$ cat config.mk
export PLATFORM = sky130hd
export DESIGN_NAME = bootloader_write_memory_framer_unit
export DESIGN_NICKNAME = d
export VERILOG_FILES = /design/src/sv/bwmf_pkg.sv /design/src/sv/bwmf_front.sv /design/src/sv/bwmf_queue.sv /design/src/sv/bwmf_back.sv /design/src/sv/bootloader_write_memory_framer_unit.sv
export SDC_FILE = /design/constraint.sdc
export NUM_CORES = 1
export LEC_CHECK = 0
export ABC_CLOCK_PERIOD_IN_PS = 4210
export BUFFER_PORTS_ARGS = -buffer_cell sky130_fd_sc_hd__buf_4
export CORE_ASPECT_RATIO = 0.8
export CORE_UTILIZATION = 55
export DETAILED_ROUTE_END_ITERATION = 10
export PLACE_DENSITY = 0.77
export SYNTH_ARGS = -nofsm -noshare
export SYNTH_HDL_FRONTEND = slang
export SYNTH_SLANG_ARGS = --single-unit
$ cat constraint.sdc
create_clock -name clock -period 4.21 [get_ports clock]
set_clock_uncertainty 0.05 [all_clocks]
set_input_delay 0.421 -clock clock [delete_from_list [all_inputs] [get_ports clock]]
set_output_delay 0.421 -clock clock [all_outputs]
set_load 0.02 [all_outputs]
$ cat src/sv/bwmf_pkg.sv
// Shared types and constants of the bootloader write-memory framer.
`default_nettype none

package bwmf_pkg;

   localparam int SIZE_W          = 17;
   localparam int ADDR_W          = 32;
   localparam int MAX_WORDS       = 6;
   localparam int WIDX_W          = $clog2(MAX_WORDS);
   localparam int IMAGE_MAX       = 65536;
   localparam int CHUNK_MAX_DEF   = 256;
   localparam int QUEUE_DEPTH_DEF = 2;
   localparam int CSR_ADDR_W      = 3;

   localparam logic [7:0] WRITE_CMD = 8'h31;
   localparam logic [7:0] ACK_BYTE  = 8'h79;
   localparam logic [7:0] NACK_BYTE = 8'h1F;
   localparam logic [7:0] PAD_BYTE  = 8'hFF;

   localparam logic [ADDR_W-1:0] BASE_RESET = 32'h0800_0000;
   localparam logic [SIZE_W-1:0] SIZE_RESET = 17'd1;

   // register index, taken from paddr[2]
   localparam logic REG_BASE_ADDRESS = 1'b0;
   localparam logic REG_IMAGE_LENGTH = 1'b1;

   localparam logic [1:0] ACT_IMAGE   = 2'd0;
   localparam logic [1:0] ACT_REPLY   = 2'd1;
   localparam logic [1:0] ACT_TIMEOUT = 2'd2;

   typedef enum logic [3:0] {
      ST_SENDING      = 4'd0,
      ST_WANT_DATA    = 4'd1,
      ST_AWAIT_REPLY  = 4'd2,
      ST_CHUNK_ACKED  = 4'd3,
      ST_IMAGE_DONE   = 4'd4,
      ST_NACK         = 4'd5,
      ST_BAD_REPLY    = 4'd6,
      ST_TIMEOUT      = 4'd7,
      ST_OUT_OF_ORDER = 4'd8
   } status_type;

   typedef struct packed {
      logic [1:0] action;
      logic [7:0] image_byte;
      logic [7:0] reply_byte;
   } req_type;

   typedef struct packed {
      logic [7:0] tx_byte;
      logic       tx_valid;
      logic       last_of_run;
      status_type status;
   } rsp_type;

   // One job per accepted word: the bytes to send, index of the final word
   // and what the final word carries. Earlier words are valid, status 0.
   typedef struct packed {
      logic [MAX_WORDS-1:0][7:0] bytes;
      logic [WIDX_W-1:0]         last_idx;
      logic                      fin_valid;
      status_type                fin_status;
   } job_type;

endpackage

`default_nettype wire

$ cat src/sv/bwmf_front.sv
// Front end: classifies input words, tracks the exchange and builds jobs.
`default_nettype none

module bwmf_front
   import bwmf_pkg::*;
#(
   parameter int CHUNK_MAX = CHUNK_MAX_DEF
) (
   input  wire logic              clock,
   input  wire logic              reset,
   input  wire logic              accept,
   input  wire req_type           req_item,
   input  wire logic [ADDR_W-1:0] base_address,
   input  wire logic [SIZE_W-1:0] image_length,
   output job_type                job
);

   localparam int CLEN_W = $clog2(CHUNK_MAX + 1);

   typedef enum logic [2:0] {
      PH_IDLE, PH_CMD, PH_ADDR, PH_DATA, PH_SUM, PH_DONE, PH_FAIL
   } phase_type;

   phase_type         phase_ff, phase_in;
   logic [SIZE_W-1:0] offset_ff, offset_in;
   logic [CLEN_W-1:0] len_ff, len_in;
   logic [CLEN_W-1:0] left_ff, left_in;
   logic [7:0]        xor_ff, xor_in;
   logic [7:0]        held_ff, held_in;

   logic [SIZE_W-1:0] eff_size;
   logic [SIZE_W-1:0] remain;
   logic [CLEN_W-1:0] real_len;
   logic [CLEN_W:0]   padded;
   logic [7:0]        len_byte;
   logic [1:0]        pads;
   logic [7:0]        pad_xor;
   logic [ADDR_W-1:0] addr;
   logic [SIZE_W-1:0] offset_next;
   logic              awaiting;
   logic [7:0]        xor_n;
   logic [7:0]        sum;
   logic [CLEN_W-1:0] left_dec;
   logic [WIDX_W-1:0] sum_idx;

   always_comb begin
      eff_size = (32'(image_length) > IMAGE_MAX) ? SIZE_W'(IMAGE_MAX) : image_length;
      remain   = eff_size - offset_ff;
      real_len = (remain > SIZE_W'(CHUNK_MAX)) ? CLEN_W'(CHUNK_MAX) : CLEN_W'(remain);
      padded   = ({1'b0, len_ff} + (CLEN_W+1)'(3)) & ~(CLEN_W+1)'(3);
      len_byte = 8'(padded - (CLEN_W+1)'(1));
      pads     = 2'(2'd0 - len_ff[1:0]);
      pad_xor  = pads[0] ? PAD_BYTE : 8'h00;
      addr     = base_address + ADDR_W'(offset_ff);
      offset_next = offset_ff + SIZE_W'(len_ff);
      awaiting = phase_ff inside {PH_CMD, PH_ADDR, PH_SUM};
   end

   always_comb begin
      phase_in  = phase_ff;
      offset_in = offset_ff;
      len_in    = len_ff;
      left_in   = left_ff;
      xor_in    = xor_ff;
      held_in   = held_ff;
      xor_n     = 8'h00;
      sum       = 8'h00;
      left_dec  = '0;
      sum_idx   = '0;

      job.bytes      = {MAX_WORDS{PAD_BYTE}};
      job.bytes[0]   = 8'h00;
      job.last_idx   = '0;
      job.fin_valid  = 1'b0;
      job.fin_status = ST_OUT_OF_ORDER;

      if (req_item.action == ACT_IMAGE && phase_ff == PH_IDLE && offset_ff < eff_size) begin
         len_in         = real_len;
         held_in        = req_item.image_byte;
         job.bytes[0]   = WRITE_CMD;
         job.bytes[1]   = ~WRITE_CMD;
         job.last_idx   = WIDX_W'(1);
         job.fin_valid  = 1'b1;
         job.fin_status = ST_AWAIT_REPLY;
         phase_in       = PH_CMD;
      end else if (req_item.action == ACT_IMAGE && phase_ff == PH_DATA) begin
         xor_n          = xor_ff ^ req_item.image_byte;
         left_dec       = (left_ff != '0) ? left_ff - CLEN_W'(1) : left_ff;
         left_in        = left_dec;
         xor_in         = xor_n;
         job.bytes[0]   = req_item.image_byte;
         job.fin_valid  = 1'b1;
         if (left_dec == '0) begin
            // chunk ends here: pad, then checksum
            sum            = xor_n ^ pad_xor;
            sum_idx        = WIDX_W'(1) + WIDX_W'(pads);
            job.bytes[sum_idx] = sum;
            job.last_idx   = sum_idx;
            job.fin_status = ST_AWAIT_REPLY;
            xor_in         = sum;
            phase_in       = PH_SUM;
         end else begin
            job.fin_status = ST_WANT_DATA;
         end
      end else if (req_item.action == ACT_REPLY && awaiting &&
                   req_item.reply_byte != ACK_BYTE) begin
         job.fin_status = (req_item.reply_byte == NACK_BYTE) ? ST_NACK : ST_BAD_REPLY;
         phase_in       = PH_FAIL;
      end else if (req_item.action == ACT_TIMEOUT && awaiting) begin
         job.fin_status = ST_TIMEOUT;
         phase_in       = PH_FAIL;
      end else if (req_item.action == ACT_REPLY && phase_ff == PH_CMD) begin
         job.bytes[0]   = addr[31:24];
         job.bytes[1]   = addr[23:16];
         job.bytes[2]   = addr[15:8];
         job.bytes[3]   = addr[7:0];
         job.bytes[4]   = addr[31:24] ^ addr[23:16] ^ addr[15:8] ^ addr[7:0];
         job.last_idx   = WIDX_W'(4);
         job.fin_valid  = 1'b1;
         job.fin_status = ST_AWAIT_REPLY;
         phase_in       = PH_ADDR;
      end else if (req_item.action == ACT_REPLY && phase_ff == PH_ADDR) begin
         xor_n          = len_byte ^ held_ff;
         left_dec       = (len_ff != '0) ? len_ff - CLEN_W'(1) : '0;
         left_in        = left_dec;
         xor_in         = xor_n;
         job.bytes[0]   = len_byte;
         job.bytes[1]   = held_ff;
         job.fin_valid  = 1'b1;
         if (left_dec == '0) begin
            sum            = xor_n ^ pad_xor;
            sum_idx        = WIDX_W'(2) + WIDX_W'(pads);
            job.bytes[sum_idx] = sum;
            job.last_idx   = sum_idx;
            job.fin_status = ST_AWAIT_REPLY;
            xor_in         = sum;
            phase_in       = PH_SUM;
         end else begin
            job.last_idx   = WIDX_W'(1);
            job.fin_status = ST_WANT_DATA;
            phase_in       = PH_DATA;
         end
      end else if (req_item.action == ACT_REPLY && phase_ff == PH_SUM) begin
         offset_in = offset_next;
         if (offset_next >= eff_size) begin
            job.fin_status = ST_IMAGE_DONE;
            phase_in       = PH_DONE;
         end else begin
            job.fin_status = ST_CHUNK_ACKED;
            phase_in       = PH_IDLE;
         end
      end
   end

   always_ff @(posedge clock) begin
      if (accept) begin
         held_ff <= held_in;
      end
      if (reset) begin
         phase_ff  <= PH_IDLE;
         offset_ff <= '0;
         len_ff    <= '0;
         left_ff   <= '0;
         xor_ff    <= '0;
      end else if (accept) begin
         phase_ff  <= phase_in;
         offset_ff <= offset_in;
         len_ff    <= len_in;
         left_ff   <= left_in;
         xor_ff    <= xor_in;
      end
   end

endmodule

`default_nettype wire

$ cat src/sv/bwmf_queue.sv
// Short job queue between front and back end.
`default_nettype none

module bwmf_queue
   import bwmf_pkg::*;
#(
   parameter int DEPTH = QUEUE_DEPTH_DEF
) (
   input  wire logic    clock,
   input  wire logic    reset,
   input  wire logic    push,
   input  wire job_type push_job,
   output logic         full,
   input  wire logic    pop,
   output logic         nonempty,
   output job_type      head_job
);

   localparam int PTR_W = (DEPTH > 1) ? $clog2(DEPTH) : 1;
   localparam int CNT_W = $clog2(DEPTH + 1);

   job_type           slot_ff [DEPTH];
   logic [PTR_W-1:0]  wr_ptr_ff, wr_ptr_in;
   logic [PTR_W-1:0]  rd_ptr_ff, rd_ptr_in;
   logic [CNT_W-1:0]  count_ff, count_in;
   logic              do_push;
   logic              do_pop;

   always_comb begin
      full     = (count_ff == CNT_W'(DEPTH));
      nonempty = (count_ff != '0);
      head_job = slot_ff[rd_ptr_ff];
      do_push  = push && !full;
      do_pop   = pop && nonempty;
      wr_ptr_in = wr_ptr_ff;
      rd_ptr_in = rd_ptr_ff;
      if (do_push) begin
         wr_ptr_in = (wr_ptr_ff == PTR_W'(DEPTH - 1)) ? '0 : wr_ptr_ff + PTR_W'(1);
      end
      if (do_pop) begin
         rd_ptr_in = (rd_ptr_ff == PTR_W'(DEPTH - 1)) ? '0 : rd_ptr_ff + PTR_W'(1);
      end
      count_in = count_ff + CNT_W'(do_push) - CNT_W'(do_pop);
   end

   always_ff @(posedge clock) begin
      if (do_push) begin
         slot_ff[wr_ptr_ff] <= push_job;
      end
      if (reset) begin
         wr_ptr_ff <= '0;
         rd_ptr_ff <= '0;
         count_ff  <= '0;
      end else begin
         wr_ptr_ff <= wr_ptr_in;
         rd_ptr_ff <= rd_ptr_in;
         count_ff  <= count_in;
      end
   end

endmodule

`default_nettype wire

$ cat src/sv/bwmf_back.sv
// Back end: expands each job into result words, one word per cycle while rsp_ready does not stall it.
`default_nettype none

module bwmf_back
   import bwmf_pkg::*;
(
   input  wire logic    clock,
   input  wire logic    reset,
   input  wire logic    job_valid,
   input  wire job_type job,
   output logic         job_pop,
   output logic         rsp_valid,
   input  wire logic    rsp_ready,
   output rsp_type      rsp_item
);

   logic [WIDX_W-1:0] idx_ff, idx_in;
   logic              rsp_valid_ff, rsp_valid_in;
   rsp_type           rsp_item_ff, rsp_item_in;
   logic              take;
   logic              is_last;

   always_comb begin
      take    = job_valid && (!rsp_valid_ff || rsp_ready);
      is_last = (idx_ff == job.last_idx);
      job_pop = take && is_last;

      rsp_item_in.tx_byte     = job.bytes[idx_ff];
      rsp_item_in.tx_valid    = is_last ? job.fin_valid : 1'b1;
      rsp_item_in.last_of_run = is_last;
      rsp_item_in.status      = is_last ? job.fin_status : ST_SENDING;

      idx_in = idx_ff;
      if (take) begin
         idx_in = is_last ? '0 : idx_ff + WIDX_W'(1);
      end

      rsp_valid_in = rsp_valid_ff;
      if (take) begin
         rsp_valid_in = 1'b1;
      end else if (rsp_ready) begin
         rsp_valid_in = 1'b0;
      end
   end

   always_ff @(posedge clock) begin
      if (take) begin
         rsp_item_ff <= rsp_item_in;
      end
      if (reset) begin
         idx_ff       <= '0;
         rsp_valid_ff <= 1'b0;
      end else begin
         idx_ff       <= idx_in;
         rsp_valid_ff <= rsp_valid_in;
      end
   end

   assign rsp_valid = rsp_valid_ff;
   assign rsp_item  = rsp_item_ff;

endmodule

`default_nettype wire

$ cat src/sv/bootloader_write_memory_framer_unit.sv
// Top level of the bootloader write-memory framer: CSRs, front, queue, back.
`default_nettype none

// Frames an image into serial bootloader write-memory exchanges. Each input
// word (image byte, reply byte or timeout) is classified by the front end in
// the cycle it is accepted and turned into one job of 1 to 6 result words in
// a job queue of QUEUE_DEPTH entries. The back end drains one result word per
// cycle through its output register unless rsp_ready stalls it. Per input
// word: 1 word for data bytes and replies that end a run, 2 for a command,
// 5 for the address frame and up to 5 or 6 for a chunk's tail. When empty,
// an accepted word passes the queue, then the output register (rsp_valid).
// req_ready drops only while the queue is full. Configuration writes take
// effect at once and are meant for idle periods; a new image length applies
// from the next chunk. No clearing pass is needed after reset.
module bootloader_write_memory_framer_unit
   import bwmf_pkg::*;
#(
   parameter int CHUNK_MAX   = CHUNK_MAX_DEF,
   parameter int QUEUE_DEPTH = QUEUE_DEPTH_DEF
) (
   input  wire logic                  clock,
   input  wire logic                  reset,
   input  wire logic                  req_valid,
   output logic                       req_ready,
   input  wire req_type               req_item,
   output logic                       rsp_valid,
   input  wire logic                  rsp_ready,
   output rsp_type                    rsp_item,
   input  wire logic                  csr_psel,
   input  wire logic                  csr_penable,
   input  wire logic                  csr_pwrite,
   input  wire logic [CSR_ADDR_W-1:0] csr_paddr,
   input  wire logic [31:0]           csr_pwdata,
   output logic [31:0]                csr_prdata,
   output logic                       csr_pready
);

   logic [ADDR_W-1:0] base_address_ff;
   logic [SIZE_W-1:0] image_length_ff;
   logic              csr_write;
   logic              accept;
   logic              queue_full;
   logic              queue_nonempty;
   logic              queue_pop;
   job_type           front_job;
   job_type           head_job;

   assign csr_pready = 1'b1;
   assign csr_write  = csr_psel && csr_penable && csr_pwrite;

   always_comb begin
      case (csr_paddr[2])
         REG_BASE_ADDRESS: csr_prdata = base_address_ff;
         REG_IMAGE_LENGTH: csr_prdata = {{(32 - SIZE_W){1'b0}}, image_length_ff};
         default:          csr_prdata = '0;
      endcase
   end

   always_ff @(posedge clock) begin
      if (reset) begin
         base_address_ff <= BASE_RESET;
         image_length_ff <= SIZE_RESET;
      end else if (csr_write) begin
         case (csr_paddr[2])
            REG_BASE_ADDRESS: base_address_ff <= csr_pwdata;
            REG_IMAGE_LENGTH: image_length_ff <= csr_pwdata[SIZE_W-1:0];
            default:          ;
         endcase
      end
   end

   assign req_ready = !queue_full;
   assign accept    = req_valid && req_ready;

   bwmf_front #(
      .CHUNK_MAX (CHUNK_MAX)
   ) u_front (
      .clock        (clock),
      .reset        (reset),
      .accept       (accept),
      .req_item     (req_item),
      .base_address (base_address_ff),
      .image_length (image_length_ff),
      .job          (front_job)
   );

   bwmf_queue #(
      .DEPTH (QUEUE_DEPTH)
   ) u_queue (
      .clock    (clock),
      .reset    (reset),
      .push     (accept),
      .push_job (front_job),
      .full     (queue_full),
      .pop      (queue_pop),
      .nonempty (queue_nonempty),
      .head_job (head_job)
   );

   bwmf_back u_back (
      .clock     (clock),
      .reset     (reset),
      .job_valid (queue_nonempty),
      .job       (head_job),
      .job_pop   (queue_pop),
      .rsp_valid (rsp_valid),
      .rsp_ready (rsp_ready),
      .rsp_item  (rsp_item)
   );

endmodule

`default_nettype wire

==> summary.txt <==
Clock tree
  – Reg clk slew, reported paths: 0.06 ns
  – CTS H-tree lvls: 1
  – Hold_buf cts: 0
  – Clock latency on the worst-skew pair: 0.55 ns
  – CTS tree: yes
  – CTS Buf Count: 25
  – Clk Tree Root Cell: clkbuf_16
  – CTS max path bufs: 3
  – Clock Sinks: 238

Place
  – Pre-CTS WS: -0.3450 ns
  – Hpwl dp: around 34000 µm
  – I/O Buffers: between 100 and 150
  – Placed cell count: roughly 2000
  – Final GP Congestion: between 0.9 and 1

Power
  – Internal power: approximately 4.6 mW
  – Logic gate share of total power: 23.0%
  – Leakage: 6.706 nW
  – Share of power burned in registers: 43.5%
  – Peak VDD IR: 0.3202 mV
  – Power Dens Cells: 377.5 nW/µm²
  – Sw Share: 30.37%
  – Psw: 1.999 mW
  – Clock network power share: 33.5%

Logic synthesis
  – Ys Warns: 0
  – Cell with the most instances after synthesis: nand2_1
  – #FFs+latches synth: 238
  – Synthesized area per cell: 9.328 µm²
  – Post-synth EDFFs: around 130
  – Post-synth top cells: 191 x nand2_1, 134 x edfxtp_1, 128 x nor2_1, 120 x a21oi_1
  – Area contributors post-synth: edfxtp_1 27%, dfxtp_1 14%, xnor2_1 6.1%
  – Yosys cell types: 78
  – Post-synth top area cell: edfxtp_1
  – Post-synth net total: 1743
  – Mapped Area: 15010 µm²
  – Seq/Total Area, Yosys: slightly above 40%
  – Dominant synthesized flop cell: edfxtp_1
  – Post-synth top area share: approximately 27%
  – Mapped Cells: 1609
  – Asr flop ratio synth: 0%

STA
  – Final Hold Fails: 0
  – Worst rel slew slack: 12.42%
  – Final setup margin: -0.07184 ns
  – Final Setup Violations: 2
  – Slew @ Worst Pin: between 1 and 1.5 ns
  – Final Max Tran Viols: 0
  – Fmax: 0.2335 GHz
  – Final critical-path required period: around 4.3 ns
  – RSZ-0062 raised after global routing: yes
  – Crit share post-route: 101.7%

Setup path
  – Worst setup SP type: flip-flop
  – CP Data Arrival Time: 4.63 ns
  – CP endpoint kind: flip-flop
  – Most used cell, CP: o21ai_1
  – Slowest stage delay, CP: between 0.3 and 0.4 ns
  – Buffers and inverters on the worst path: 2
  – Crit Path Class: flip-flop to flip-flop
  – Crit-path cells: ha_4 -> inv_2 -> fa_2 -> nor2b_1 -> o21ai_1 -> a21boi_1 -> o21ai_1 -> a21boi_1 -> buf_4 -> o21ai_0 -> nand2b_1 -> xor2_2 -> ha_1 -> nor2b_1 -> a2111oi_0 -> o21ai_1 -> a2111oi_4 -> nand4_1 -> a311oi_2 -> o21a_1
  – Crit path max fanout: 3
  – CP max-delay cell: a2111oi_4
  – CP delay by family, top: compound AO/OA/AOI/OAI gates
  – Critical Path RT: 4.56 ns

Floorplan
  – Placeable Area: 26530 µm²
  – DIE AREA: 27960 µm²
  – Rows: 53
  – Die H: 149.8 µm
  – IO Count: 109
  – Initial core utilization: 56.58%
  – Die Wd: 186.7 µm

Run
  – # Max-Cap Violations: 0

Detailed routing
  – Antenna-violating nets left: 0
  – Via density per instance: 6.248
  – DR pass1 iterations: 7
  – DRT iter0 DRCs: roughly 1700
  – Drt drc: 0
  – Final wirelength: 44840 µm
  – DR vias: 13150
  – Wirelength per Cell: 21.30 µm

Global routing
  – Largest net degree at the start of global routing: 78
  – Total gr overflow: 0
  – First-pass GRT wire length: 68700 µm
  – Initial antenna violation count: 0
  – Vias in the first global route: 12280
  – GRT Overall Usage: a little under a third

Min path
  – Worst hold path type: input port to flip-flop

Run status
  – Violated checks: negative setup slack
  – Outcome: complete, but fails checks

Cells and area
  – Finished Layout Cells: roughly 2100
  – Final net count: approximately 1900
  – Share of cells above drive strength 1: between 10% and 20%
  – # diodes: 0
  – Synth-to-layout area growth: 16.20%
-- tightest hold or removal path: stages --
cell	delay, ns
buf_4	0.08
nand2_1	0.04
nand3_1	0.07
-- power groups by stage --
stage	clock [mW]	combinational (mW)	sequential [mW]
4_1_cts	2.23	1.50	2.86
3_3_place_gp	0	1.46	2.90
5_1_grt	2.31	1.63	2.89
6_report	2.20	1.52	2.86
3_5_place_dp	0	1.49	2.91
2_1_floorplan	0	0.909	2.95
-- state kept, by name, indices dropped and copies added, names as in the netlist, named ones only --
signal / cells
u_queue.slot_ff: 112
base_address_ff: 32
image_length_ff: 17
u_front.offset_ff: 17
u_back.rsp_item: 14
u_front.left_ff: 9
u_front.len_ff: 9
u_front.held_ff: 8
u_front.xor_ff: 8
u_back.idx_ff: 3
u_front.phase_ff: 3
u_queue.count_ff: 2
u_back.rsp_valid: 1
u_queue.rd_ptr_ff: 1
u_queue.wr_ptr_ff: 1
-- layout by cell type, fill, tap and decap left out, types with 19 or more instances in the layout --
cell and count:
mux4_2 24, xor2_1 42, a22oi_1 21, a21oi_1 117, edfxtp_1 134, nand2b_1 20
o22ai_1 34, a21o_1 19, clkbuf_16 26, dfxtp_1 99, inv_1 76, nor2b_1 30
buf_4 176, o21ai_0 70, nand3_1 38, xnor2_1 102, nor2_1 124, nor3_1 23
nand2_1 190, mux2i_1 20, ha_1 69
-- logic make-up after synthesis --
kind of cell	synth area share, %
xor+xnor	8.879
buf+inv	4.110
compound gates	17.63
flops	40.68
simple gates	16.00
mux	6.286
other cells	0.02499
fa+ha+maj	6.386
-- cell type report --
| class | count | area (µm²) |
|---|---|---|
| Fill cell | 2108 | 9086 |
| Inverter | 78 | 292.8 |
| Sequential cell | 238 | 6115 |
| Timing Repair Buffer | 176 | 1321 |
| Clock inverter | 11 | 111.4 |
| Clock buffer | 35 | 708.2 |
| Multi-Input combinational cell | 1210 | 8444 |
| Tap cell | 357 | 446.7 |
-- what timing repair did --
| item | CTS | global route |
|---|---|---|
| gates resized for setup | 8 | 17 |
| setup endpoints to repair | 8 | 8 |
| pin swaps | 19 | 12 |
| buffers inserted | 5 | 4 |
-- metal layers --
metal	up-vias	wire length (µm)	GRT usage, %
met5	-	0	0
li1	6111	-	-
met2	720	19100	47.20
met4	0	1100	8.607
met3	83	5210	7.927
met1	6237	19420	45.69
-- per-stage QoR --
stage | setup TNS, ns | util (%) | hold WS (ns) | instance area, µm² | total power, mW
4_1_cts | -0.5851 | 65.32 | 0.03664 | 17330 | 6.593
2_1_floorplan | 0 | - | 0.4011 | 15030 | 3.861
3_3_place_gp | -0.6966 | 61.99 | 0.4156 | 16440 | 4.362
3_5_place_dp | -1.343 | 61.99 | 0.4219 | 16440 | 4.399
6_report | -0.1391 | 65.75 | 0.05351 | 17440 | 6.584
5_1_grt | -0.7381 | 65.75 | 0.04561 | 17440 | 6.823
-- worst paths after layout --
kind	startpoint	end	slack (ns)	depth (start not counted)
worst max register to register	u_front.len_ff[0]$_SDFFE_PP0P_	u_queue.slot_ff[0][0]$_DFFE_PP_	-0.07	20
worst max-delay path	u_front.len_ff[0]$_SDFFE_PP0P_	u_queue.slot_ff[0][0]$_DFFE_PP_	-0.07	20
worst min register to register	base_address_ff[12]$_SDFFE_PP0P_	base_address_ff[12]$_SDFFE_PP0P_	0.43	2
worst min-delay path	csr_pwdata[27]	base_address_ff[27]$_SDFFE_PP1P_	0.05	3
No activity file was read; power rests on OpenSTA's default activity.
